**src/sv/wl512_pkg.sv**
```systemverilog
// Shared types, constants and seed-expansion helpers for the WELL512 generator.
package wl512_pkg;

  localparam logic [31:0] LCG_MUL  = 32'd1103515245;
  localparam logic [31:0] LCG_ADD  = 32'd12345;
  localparam logic [31:0] LCG_MASK = 32'h7fff_ffff;
  localparam logic [31:0] MIX_MASK = 32'hDA44_2D20;

  // Ring tap offsets relative to the current ring position.
  localparam logic [3:0] OFS_M1   = 4'd13;
  localparam logic [3:0] OFS_M2   = 4'd9;
  localparam logic [3:0] OFS_PREV = 4'd15;
  localparam logic [3:0] LAST_IDX = 4'd15;

  typedef enum logic {
    CMD_DRAW = 1'b0,
    CMD_SEED = 1'b1
  } cmd_kind_t;

  // One classified command as it travels from the front to the back.
  typedef struct packed {
    cmd_kind_t          kind;
    logic [31:0]        seed;
    logic signed [31:0] lo;
    logic [31:0]        span;
    logic               err;
  } cmd_t;

  typedef logic [15:0][31:0] ring_t;

  function automatic logic [31:0] lcg_next(input logic [31:0] x);
    logic [31:0] t;
    t = x * LCG_MUL + LCG_ADD;
    return t & LCG_MASK;
  endfunction

  function automatic ring_t seed_table(input logic [31:0] seed);
    ring_t t;
    t[0] = seed;
    for (int i = 1; i < 16; i++) begin
      t[i] = lcg_next(t[i-1]);
    end
    return t;
  endfunction

  // Ring contents after reset: the expansion of seed zero.
  localparam ring_t RESET_RING = seed_table(32'd0);

endpackage

```
**src/sv/wl512_front.sv**
```systemverilog
// Input side: accepts beats, classifies them and queues commands for the back end.
module wl512_front #(
  parameter int Depth = 2
) (
  input  logic               clk,
  input  logic               rst,
  input  logic               in_valid,
  output logic               in_ready,
  input  logic               func,
  input  logic [31:0]        seed_word,
  input  logic signed [31:0] range_min,
  input  logic signed [31:0] range_max,
  output logic               cmd_valid,
  output wl512_pkg::cmd_t    cmd,
  input  logic               cmd_pop
);
  import wl512_pkg::*;

  localparam int PtrW = (Depth > 1) ? $clog2(Depth) : 1;
  localparam int CntW = $clog2(Depth + 1);
  localparam logic [PtrW-1:0] LastPtr = PtrW'(Depth - 1);
  localparam logic [CntW-1:0] FullCnt = CntW'(Depth);

  cmd_t            queue [Depth];
  logic [PtrW-1:0] wr_ptr;
  logic [PtrW-1:0] rd_ptr;
  logic [CntW-1:0] count;
  cmd_t            new_cmd;
  logic signed [32:0] diff;
  logic            push;

  // The span is formed in 33 bits; a positive span always fits in 32.
  always_comb begin
    diff          = {range_max[31], range_max} - {range_min[31], range_min};
    new_cmd.kind  = func ? CMD_SEED : CMD_DRAW;
    new_cmd.seed  = seed_word;
    new_cmd.lo    = range_min;
    new_cmd.span  = diff[31:0];
    new_cmd.err   = diff[32] || (diff == 33'sd0);
  end

  assign in_ready  = (count != FullCnt);
  assign push      = in_valid && in_ready;
  assign cmd_valid = (count != '0);
  assign cmd       = queue[rd_ptr];

  always_ff @(posedge clk) begin
    if (push) begin
      queue[wr_ptr] <= new_cmd;
    end
  end

  always_ff @(posedge clk) begin
    if (rst) begin
      wr_ptr <= '0;
      rd_ptr <= '0;
      count  <= '0;
    end else begin
      if (push) begin
        wr_ptr <= (wr_ptr == LastPtr) ? '0 : wr_ptr + 1'b1;
      end
      if (cmd_pop) begin
        rd_ptr <= (rd_ptr == LastPtr) ? '0 : rd_ptr + 1'b1;
      end
      if (push && !cmd_pop) begin
        count <= count + 1'b1;
      end else if (!push && cmd_pop) begin
        count <= count - 1'b1;
      end
    end
  end

`ifndef SYNTHESIS
  a_count_bound: assert property (@(posedge clk) disable iff (rst) count <= FullCnt)
    else $error("command queue count exceeds its depth");
  a_pop_nonempty: assert property (@(posedge clk) disable iff (rst) cmd_pop |-> cmd_valid)
    else $error("command popped from an empty queue");
  a_push_fills: assert property (@(posedge clk) disable iff (rst) push |=> count != '0)
    else $error("queue empty right after a beat was taken");
`endif

endmodule

```
**src/sv/wl512_back.sv**
```systemverilog
// Execution side: ring memory, reseed chain, WELL512 step, range scaling and result register.
module wl512_back (
  input  logic               clk,
  input  logic               rst,
  input  logic               cmd_valid,
  input  wl512_pkg::cmd_t    cmd,
  output logic               cmd_pop,
  output logic               out_valid,
  input  logic               out_ready,
  output logic [31:0]        raw_word,
  output logic signed [31:0] scaled_value,
  output logic               range_error
);
  import wl512_pkg::*;

  typedef enum logic [7:0] {
    ST_IDLE = 8'b0000_0001,
    ST_SEED = 8'b0000_0010,
    ST_LCG  = 8'b0000_0100,
    ST_RD0  = 8'b0000_1000,
    ST_RD1  = 8'b0001_0000,
    ST_MIX  = 8'b0010_0000,
    ST_WR   = 8'b0100_0000,
    ST_OUT  = 8'b1000_0000
  } state_t;

  state_t      state;
  state_t      state_next;
  cmd_t        cur;
  logic [3:0]  ring_pos;
  logic [3:0]  lcg_idx;
  logic [31:0] lcg_x;
  logic [31:0] lcg_x_next;

  // Ring memory: one write port, two registered read ports.
  logic [31:0] ring_mem [16];
  logic [15:0] ring_valid;
  logic        ring_we;
  logic [3:0]  ring_waddr;
  logic [31:0] ring_wdata;
  logic [3:0]  ra;
  logic [3:0]  rb;
  logic [3:0]  ra_q;
  logic [3:0]  rb_q;
  logic        ra_valid_q;
  logic        rb_valid_q;
  logic [31:0] ra_mem_q;
  logic [31:0] rb_mem_q;
  logic [31:0] rdata_a;
  logic [31:0] rdata_b;

  logic [31:0] z1;
  logic [31:0] z1_next;
  logic [31:0] z2;
  logic [31:0] n1;
  logic [31:0] mix;
  logic [31:0] n0;
  logic [31:0] raw;
  logic [63:0] prod;
  logic        out_load;

  always_ff @(posedge clk) begin
    if (ring_we) begin
      ring_mem[ring_waddr] <= ring_wdata;
    end
    ra_mem_q <= ring_mem[ra];
    rb_mem_q <= ring_mem[rb];
    ra_q     <= ra;
    rb_q     <= rb;
  end

  // An entry never written since reset reads as its seed-zero value.
  always_ff @(posedge clk) begin
    if (rst) begin
      ring_valid <= '0;
      ra_valid_q <= 1'b0;
      rb_valid_q <= 1'b0;
    end else begin
      if (ring_we) begin
        ring_valid[ring_waddr] <= 1'b1;
      end
      ra_valid_q <= ring_valid[ra];
      rb_valid_q <= ring_valid[rb];
    end
  end

  assign rdata_a = ra_valid_q ? ra_mem_q : RESET_RING[ra_q];
  assign rdata_b = rb_valid_q ? rb_mem_q : RESET_RING[rb_q];

  assign ra = (state == ST_RD0) ? ring_pos : ring_pos + OFS_M2;
  assign rb = (state == ST_RD0) ? ring_pos + OFS_M1 : ring_pos + OFS_PREV;

  // WELL512 datapath; rdata_a holds the ninth tap and rdata_b the previous word in ST_MIX.
  assign z1_next = rdata_a ^ rdata_b ^ (rdata_a << 16) ^ (rdata_b << 15);
  assign z2      = rdata_a ^ (rdata_a >> 11);
  assign n1      = z1 ^ z2;
  assign mix     = n1 ^ ((n1 << 5) & MIX_MASK);
  assign n0      = rdata_b ^ z1 ^ mix ^ (rdata_b << 2) ^ (z1 << 18) ^ (z2 << 28);

  assign lcg_x_next = lcg_next(lcg_x);

  always_comb begin
    ring_we    = 1'b0;
    ring_waddr = ring_pos;
    ring_wdata = raw;
    unique case (state)
      ST_SEED: begin
        ring_we    = 1'b1;
        ring_waddr = '0;
        ring_wdata = cur.seed;
      end
      ST_LCG: begin
        ring_we    = 1'b1;
        ring_waddr = lcg_idx;
        ring_wdata = lcg_x_next;
      end
      ST_MIX: begin
        ring_we    = 1'b1;
        ring_waddr = ring_pos;
        ring_wdata = n1;
      end
      ST_WR: begin
        ring_we    = 1'b1;
        ring_waddr = ring_pos + OFS_PREV;
        ring_wdata = raw;
      end
      default: begin
        ring_we = 1'b0;
      end
    endcase
  end

  assign cmd_pop  = (state == ST_IDLE) && cmd_valid;
  assign out_load = (state == ST_OUT) && (!out_valid || out_ready);

  always_comb begin
    state_next = state;
    unique case (state)
      ST_IDLE: begin
        if (cmd_valid) begin
          state_next = (cmd.kind == CMD_SEED) ? ST_SEED : ST_RD0;
        end
      end
      ST_SEED: state_next = ST_LCG;
      ST_LCG: begin
        if (lcg_idx == LAST_IDX) begin
          state_next = ST_IDLE;
        end
      end
      ST_RD0:  state_next = ST_RD1;
      ST_RD1:  state_next = ST_MIX;
      ST_MIX:  state_next = ST_WR;
      ST_WR:   state_next = ST_OUT;
      ST_OUT: begin
        if (out_load) begin
          state_next = ST_IDLE;
        end
      end
      default: state_next = ST_IDLE;
    endcase
  end

  always_ff @(posedge clk) begin
    if (rst) begin
      state     <= ST_IDLE;
      ring_pos  <= '0;
      out_valid <= 1'b0;
    end else begin
      state <= state_next;
      if (state == ST_LCG && lcg_idx == LAST_IDX) begin
        ring_pos <= '0;
      end else if (state == ST_WR) begin
        ring_pos <= ring_pos + OFS_PREV;
      end
      if (out_load) begin
        out_valid <= 1'b1;
      end else if (out_ready) begin
        out_valid <= 1'b0;
      end
    end
  end

  always_ff @(posedge clk) begin
    if (cmd_pop) begin
      cur <= cmd;
    end
    if (state == ST_SEED) begin
      lcg_x   <= cur.seed;
      lcg_idx <= 4'd1;
    end else if (state == ST_LCG) begin
      lcg_x   <= lcg_x_next;
      lcg_idx <= lcg_idx + 4'd1;
    end
    if (state == ST_RD1) begin
      z1 <= z1_next;
    end
    if (state == ST_MIX) begin
      raw <= n0;
    end
    if (state == ST_WR) begin
      prod <= {32'd0, raw} * {32'd0, cur.span};
    end
    if (out_load) begin
      raw_word     <= raw;
      range_error  <= cur.err;
      scaled_value <= cur.err ? 32'sd0 : cur.lo + $signed(prod[63:32]);
    end
  end

`ifndef SYNTHESIS
  a_result_from_out: assert property (@(posedge clk) disable iff (rst)
    $rose(out_valid) |-> $past(state == ST_OUT))
    else $error("result beat appeared outside the output step");
  a_pop_when_idle: assert property (@(posedge clk) disable iff (rst)
    cmd_pop |-> state == ST_IDLE)
    else $error("command taken while another is in progress");
  a_reseed_end: assert property (@(posedge clk) disable iff (rst)
    (state == ST_LCG && lcg_idx == LAST_IDX) |=> (state == ST_IDLE && ring_pos == '0))
    else $error("reseed did not finish with the ring position cleared");
`endif

endmodule

```
**src/sv/well512_random_generator.sv**
```systemverilog
// Top level of the WELL512 generator: command queue front end and execution back end.
//
//   channel | handshake            | payload
//   --------+----------------------+-------------------------------------------------
//   input   | in_valid / in_ready  | func, seed_word, range_min, range_max
//   output  | out_valid / out_ready| raw_word, scaled_value, range_error
//
// A draw passes through the back end in order: taking the command, ring reads in ST_RD0
// and ST_RD1 on the two read ports, a mix step, a write-back and multiply step, and an
// output step that waits until the output register can be loaded.
// A reseed occupies it from taking the command until the last chained word is written:
// one write per cycle through the single ring write port, a 32-bit multiply-add for each
// of the fifteen chained words.
// After reset the ring reads as the expansion of seed zero at once; there is no
// clearing pass.
// While out_ready is low, a finished draw waits in the output register and the
// command queue keeps taking input beats until it is full.
module well512_random_generator #(
  parameter int QueueDepth = 2
) (
  input  logic               clk,
  input  logic               rst,
  input  logic               in_valid,
  output logic               in_ready,
  input  logic               func,
  input  logic [31:0]        seed_word,
  input  logic signed [31:0] range_min,
  input  logic signed [31:0] range_max,
  output logic               out_valid,
  input  logic               out_ready,
  output logic [31:0]        raw_word,
  output logic signed [31:0] scaled_value,
  output logic               range_error
);
  import wl512_pkg::*;

  logic cmd_valid;
  logic cmd_pop;
  cmd_t cmd;

  wl512_front #(
    .Depth(QueueDepth)
  ) u_front (
    .clk       (clk),
    .rst       (rst),
    .in_valid  (in_valid),
    .in_ready  (in_ready),
    .func      (func),
    .seed_word (seed_word),
    .range_min (range_min),
    .range_max (range_max),
    .cmd_valid (cmd_valid),
    .cmd       (cmd),
    .cmd_pop   (cmd_pop)
  );

  wl512_back u_back (
    .clk          (clk),
    .rst          (rst),
    .cmd_valid    (cmd_valid),
    .cmd          (cmd),
    .cmd_pop      (cmd_pop),
    .out_valid    (out_valid),
    .out_ready    (out_ready),
    .raw_word     (raw_word),
    .scaled_value (scaled_value),
    .range_error  (range_error)
  );

endmodule

```
**config.mk**
```make
export PLATFORM = sky130hd
export DESIGN_NAME = well512_random_generator
export DESIGN_NICKNAME = d
export VERILOG_FILES = /design/src/sv/wl512_pkg.sv /design/src/sv/wl512_front.sv /design/src/sv/wl512_back.sv /design/src/sv/well512_random_generator.sv
export SDC_FILE = /design/constraint.sdc
export NUM_CORES = 2
export LEC_CHECK = 0
export BUFFER_PORTS_ARGS = -buffer_cell sky130_fd_sc_hd__buf_2
export CAP_MARGIN = 5
export CORE_UTILIZATION = 45
export DETAILED_ROUTE_END_ITERATION = 16
export PLACE_DENSITY = 0.62
export SYNTH_ARGS = -nofsm -noshare
export SYNTH_HDL_FRONTEND = slang
export SYNTH_HIERARCHICAL = 1
export SYNTH_SLANG_ARGS = --single-unit
```
**constraint.sdc**
```tcl
create_clock -name clk -period 9.5 [get_ports clk]
set_input_delay 0.95 -clock clk [delete_from_list [all_inputs] [get_ports clk]]
set_output_delay 0.95 -clock clk [all_outputs]
set_load 0.02 [all_outputs]
```
==> impl_metrics.env <==
export IMPL_crit_buf_inv=3
export IMPL_synth_avg_cell_area_sq_um=11.8
export IMPL_rsz0062_at_grt="false"
export IMPL_wirelength_microns=268000
export IMPL_clock_sinks=1163
export IMPL_ioPinCount=168
export IMPL_finalMaxSlewViolations=0
export IMPL_crit_type="reg -> reg"
export IMPL_clk_pin_slew_ps=70
export IMPL_numCtsBuffers=121
export IMPL_die_area_sq_um=208000
export IMPL_worst_pin_slew_ps=1420
export IMPL_area_delta_synth_final_pct=8.97
export IMPL_gp_congestion=0.925
export IMPL_synthCells=7876
export IMPL_cts_repair_resized=0
export IMPL_layout_nets=9660
export IMPL_start_kind="register"
export IMPL_antenna_found_initial=9
export IMPL_die_y_microns=456
export IMPL_post_place_ws_ps=823
export IMPL_finalSetupViolations=0
export IMPL_grt_overflow_total=0
export IMPL_ys_warn_count=6
export IMPL_dp_cells=10500
export IMPL_synth_cell_types=91
export IMPL_fin_crit_ps=8690
export IMPL_drive_above_1_share=0.114
export IMPL_num_vias=59600
export IMPL_cts_max_level=3
export IMPL_max_stage_delay_ps=1040
export IMPL_synthTopCellsByArea="edfxtp_1, fa_1, ha_1"
export IMPL_core_area_sq_um=205000
export IMPL_synth_flop_cell="edfxtp_1"
export IMPL_critPathRequiredTime_ps=10150
export IMPL_cpMaxStageDelayCell="edfxtp_1"
export IMPL_drtIter0Drc=5416
export IMPL_dp_hpwl_microns=200000
export IMPL_synth_edff_count=997
export IMPL_post_cts_buffers=0
export IMPL_synth_top_area_frac=0.322
export IMPL_cts_hold_buffers=0
export IMPL_cts_tree="yes"
export IMPL_critPathTopFamily="adder cells"
export IMPL_core_rowCount=166
export IMPL_fmax_mhz=115
export IMPL_worstPathCellList="and2_1 -> fa_1 -> fa_1 -> fa_1 -> inv_1 -> fa_1 -> inv_1 -> fa_1 -> fa_1 -> fa_1 -> fa_1 -> ha_1 -> a21oi_1 -> o21ai_0 -> a211oi_2 -> a211oi_1 -> buf_4 -> o21ai_1 -> a211oi_1 -> a211oi_2 -> o31ai_2 -> or4_1 -> nand3_1"
export IMPL_grt_max_degree=88
export IMPL_wl_per_cell_microns=24.9
export IMPL_hp_class="in -> reg"
export IMPL_maxSlewHeadroom=0.0502
export IMPL_setup_ws_ps=809
export IMPL_avgViaCountPerCell=5.55
export IMPL_grt_util_all_layers=0.258
export IMPL_ys_async_sr_fraction=0
export IMPL_stdcell_count=10700
export IMPL_synth_seq_area_share=0.358
export IMPL_drtPass1Iterations=6
export IMPL_drtAntennaViolNets=0
export IMPL_ys_seq_elements=1163
export IMPL_hold_viol=0
export IMPL_clkLatencyLatePin_ps=800
export IMPL_drc_errors=0
export IMPL_crit_top_cell="fa_1"
export IMPL_final_cell_mix="inv_1, fa_1, edfxtp_1, nand2_1, and2_1"
export IMPL_tns_ps=0
export IMPL_cts_root_buf="clkbuf_16"
export IMPL_crit_path_end_kind="register"
export IMPL_status="completed"
export IMPL_synth_nets=9593
export IMPL_clockBufferDepth=3
export IMPL_min_period_over_period=0.915
export IMPL_cp_arrival_ps=9340
export IMPL_finClkSkew_ps=62.8
export IMPL_layout_commonest_cell="inv_1"
export IMPL_worstPathMaxFanout=20
export IMPL_synth_top_area_cell="edfxtp_1"
export IMPL_start_util=0.453
export IMPL_syn_cell_area_sq_um=92900
export IMPL_grt_pass1_wl_microns=402000
export IMPL_die_w_microns=456
export IMPL_drv_cap=0
export IMPL_grt_pass1_vias=62500
export IMPL_numPortBuffers=167
## worst reg2reg max path: stages, from the launching register on
cell and delay (ps):
edfxtp_1 1040, and2_1 290, fa_1 450, fa_1 490, fa_1 510, inv_1 50, fa_1 520, inv_1 70
fa_1 490, fa_1 570, fa_1 430, fa_1 440, ha_1 330, a21oi_1 250, o21ai_0 180, a211oi_2 320
a211oi_1 120, buf_4 170, o21ai_1 480, a211oi_1 200, a211oi_2 470, o31ai_2 180, or4_1 420, nand3_1 100
## sequential cells by signal, summed over array words and instances, names as in the netlist, 2 cells and up, named ones only
signal	cells
u_back/raw_word	32
u_front/queue	196
u_back/raw	32
u_back/lcg_idx	4
u_back/z1	32
u_back/state	8
u_back/prod	32
u_back/scaled_value	32
u_back/lcg_x	31
u_back/ring_pos	4
u_back/ra_mem_q	32
u_back/rb_mem_q	32
u_back/ring_mem	512
u_front/count	2
u_back/cur	97
u_back/ring_valid	16
## area by class of cell
cell class,count,area (sq um)
tap,2688,3360
timing repair buffer,312,1950
sequential,1163,33300
fill,17900,104000
antenna,5,12.5
multi-input combinational,5039,53600
clock buffer,168,3460
inverter,1306,4900
clock inverter,64,756
## cell families after synthesis
family                     after synthesis  share of synthesized area
buffers and inverters                 1674                     0.0687
and+or+nand+nor                       1828                     0.0969
adders and majority gates             1616                      0.305
xor gates and xnor gates               366                     0.0348
DFF                                   1163                      0.358
muxes                                  490                     0.0838
AOI/OAI and AO/OA                      739                     0.0532
## path summary, 6_finish.rpt
kind	startpoint	to	slack, ps	cells past startpoint
max reg2reg	u_back/raw[16]	u_back/prod[62]	810	23
min	seed_word[19]	u_front/queue[1][84]	360	1
min reg2reg	u_back/ring_valid[6]	u_back/ring_valid[6]	500	1
max	u_back/raw[16]	u_back/prod[62]	810	23
## routing by layer
metal / routed length (microns) / vias to the layer above / GRT usage
met2: 129000 / 2033 / 0.428
li1: - / 26200 / -
met4: 12000 / 4 / 0.105
met5: 29 / - / 0
met1: 111000 / 31000 / 0.345
met3: 16100 / 418 / 0.0316
## cell usage after synthesis (9+ instances only)
library cell / number
xor2_1: 128
o211ai_1: 23
a222oi_1: 14
inv_1: 1303
o21a_1: 29
and2_1: 618
dfxtp_1: 166
a21o_1: 54
nand3b_1: 9
mux4_2: 219
ha_1: 535
o221ai_1: 42
nand4_1: 20
nor2b_1: 22
a221o_1: 14
o22ai_1: 39
a31oi_1: 54
fa_1: 1081
nand2_1: 765
nor3_1: 22
buf_2: 38
edfxtp_1: 997
mux2i_1: 168
nand3_1: 36
o221ai_2: 12
o21ai_0: 129
nor4_1: 9
nand2b_1: 11
a211oi_1: 23
or3_1: 11
xnor2_1: 236
mux2_2: 102
buf_1: 22
nor2_1: 223
and3_1: 43
o21bai_1: 15
clkbuf_1: 300
a21oi_1: 206
## per-stage QoR
| stage | hold WS (ps) | utilization | cell area, sq um |
|---|---|---|---|
| after floorplan | 448 | - | 92900 |
| after global placement | 480 | 0.473 | 97100 |
| after detailed placement | 485 | 0.473 | 97100 |
| after CTS | 305 | 0.494 | 101000 |
| after global routing | 327 | 0.494 | 101000 |
| final | 358 | 0.494 | 101000 |
Power is not shown: default switching activity piles up to over one toggle a cycle in this logic, so the estimate is an artifact.
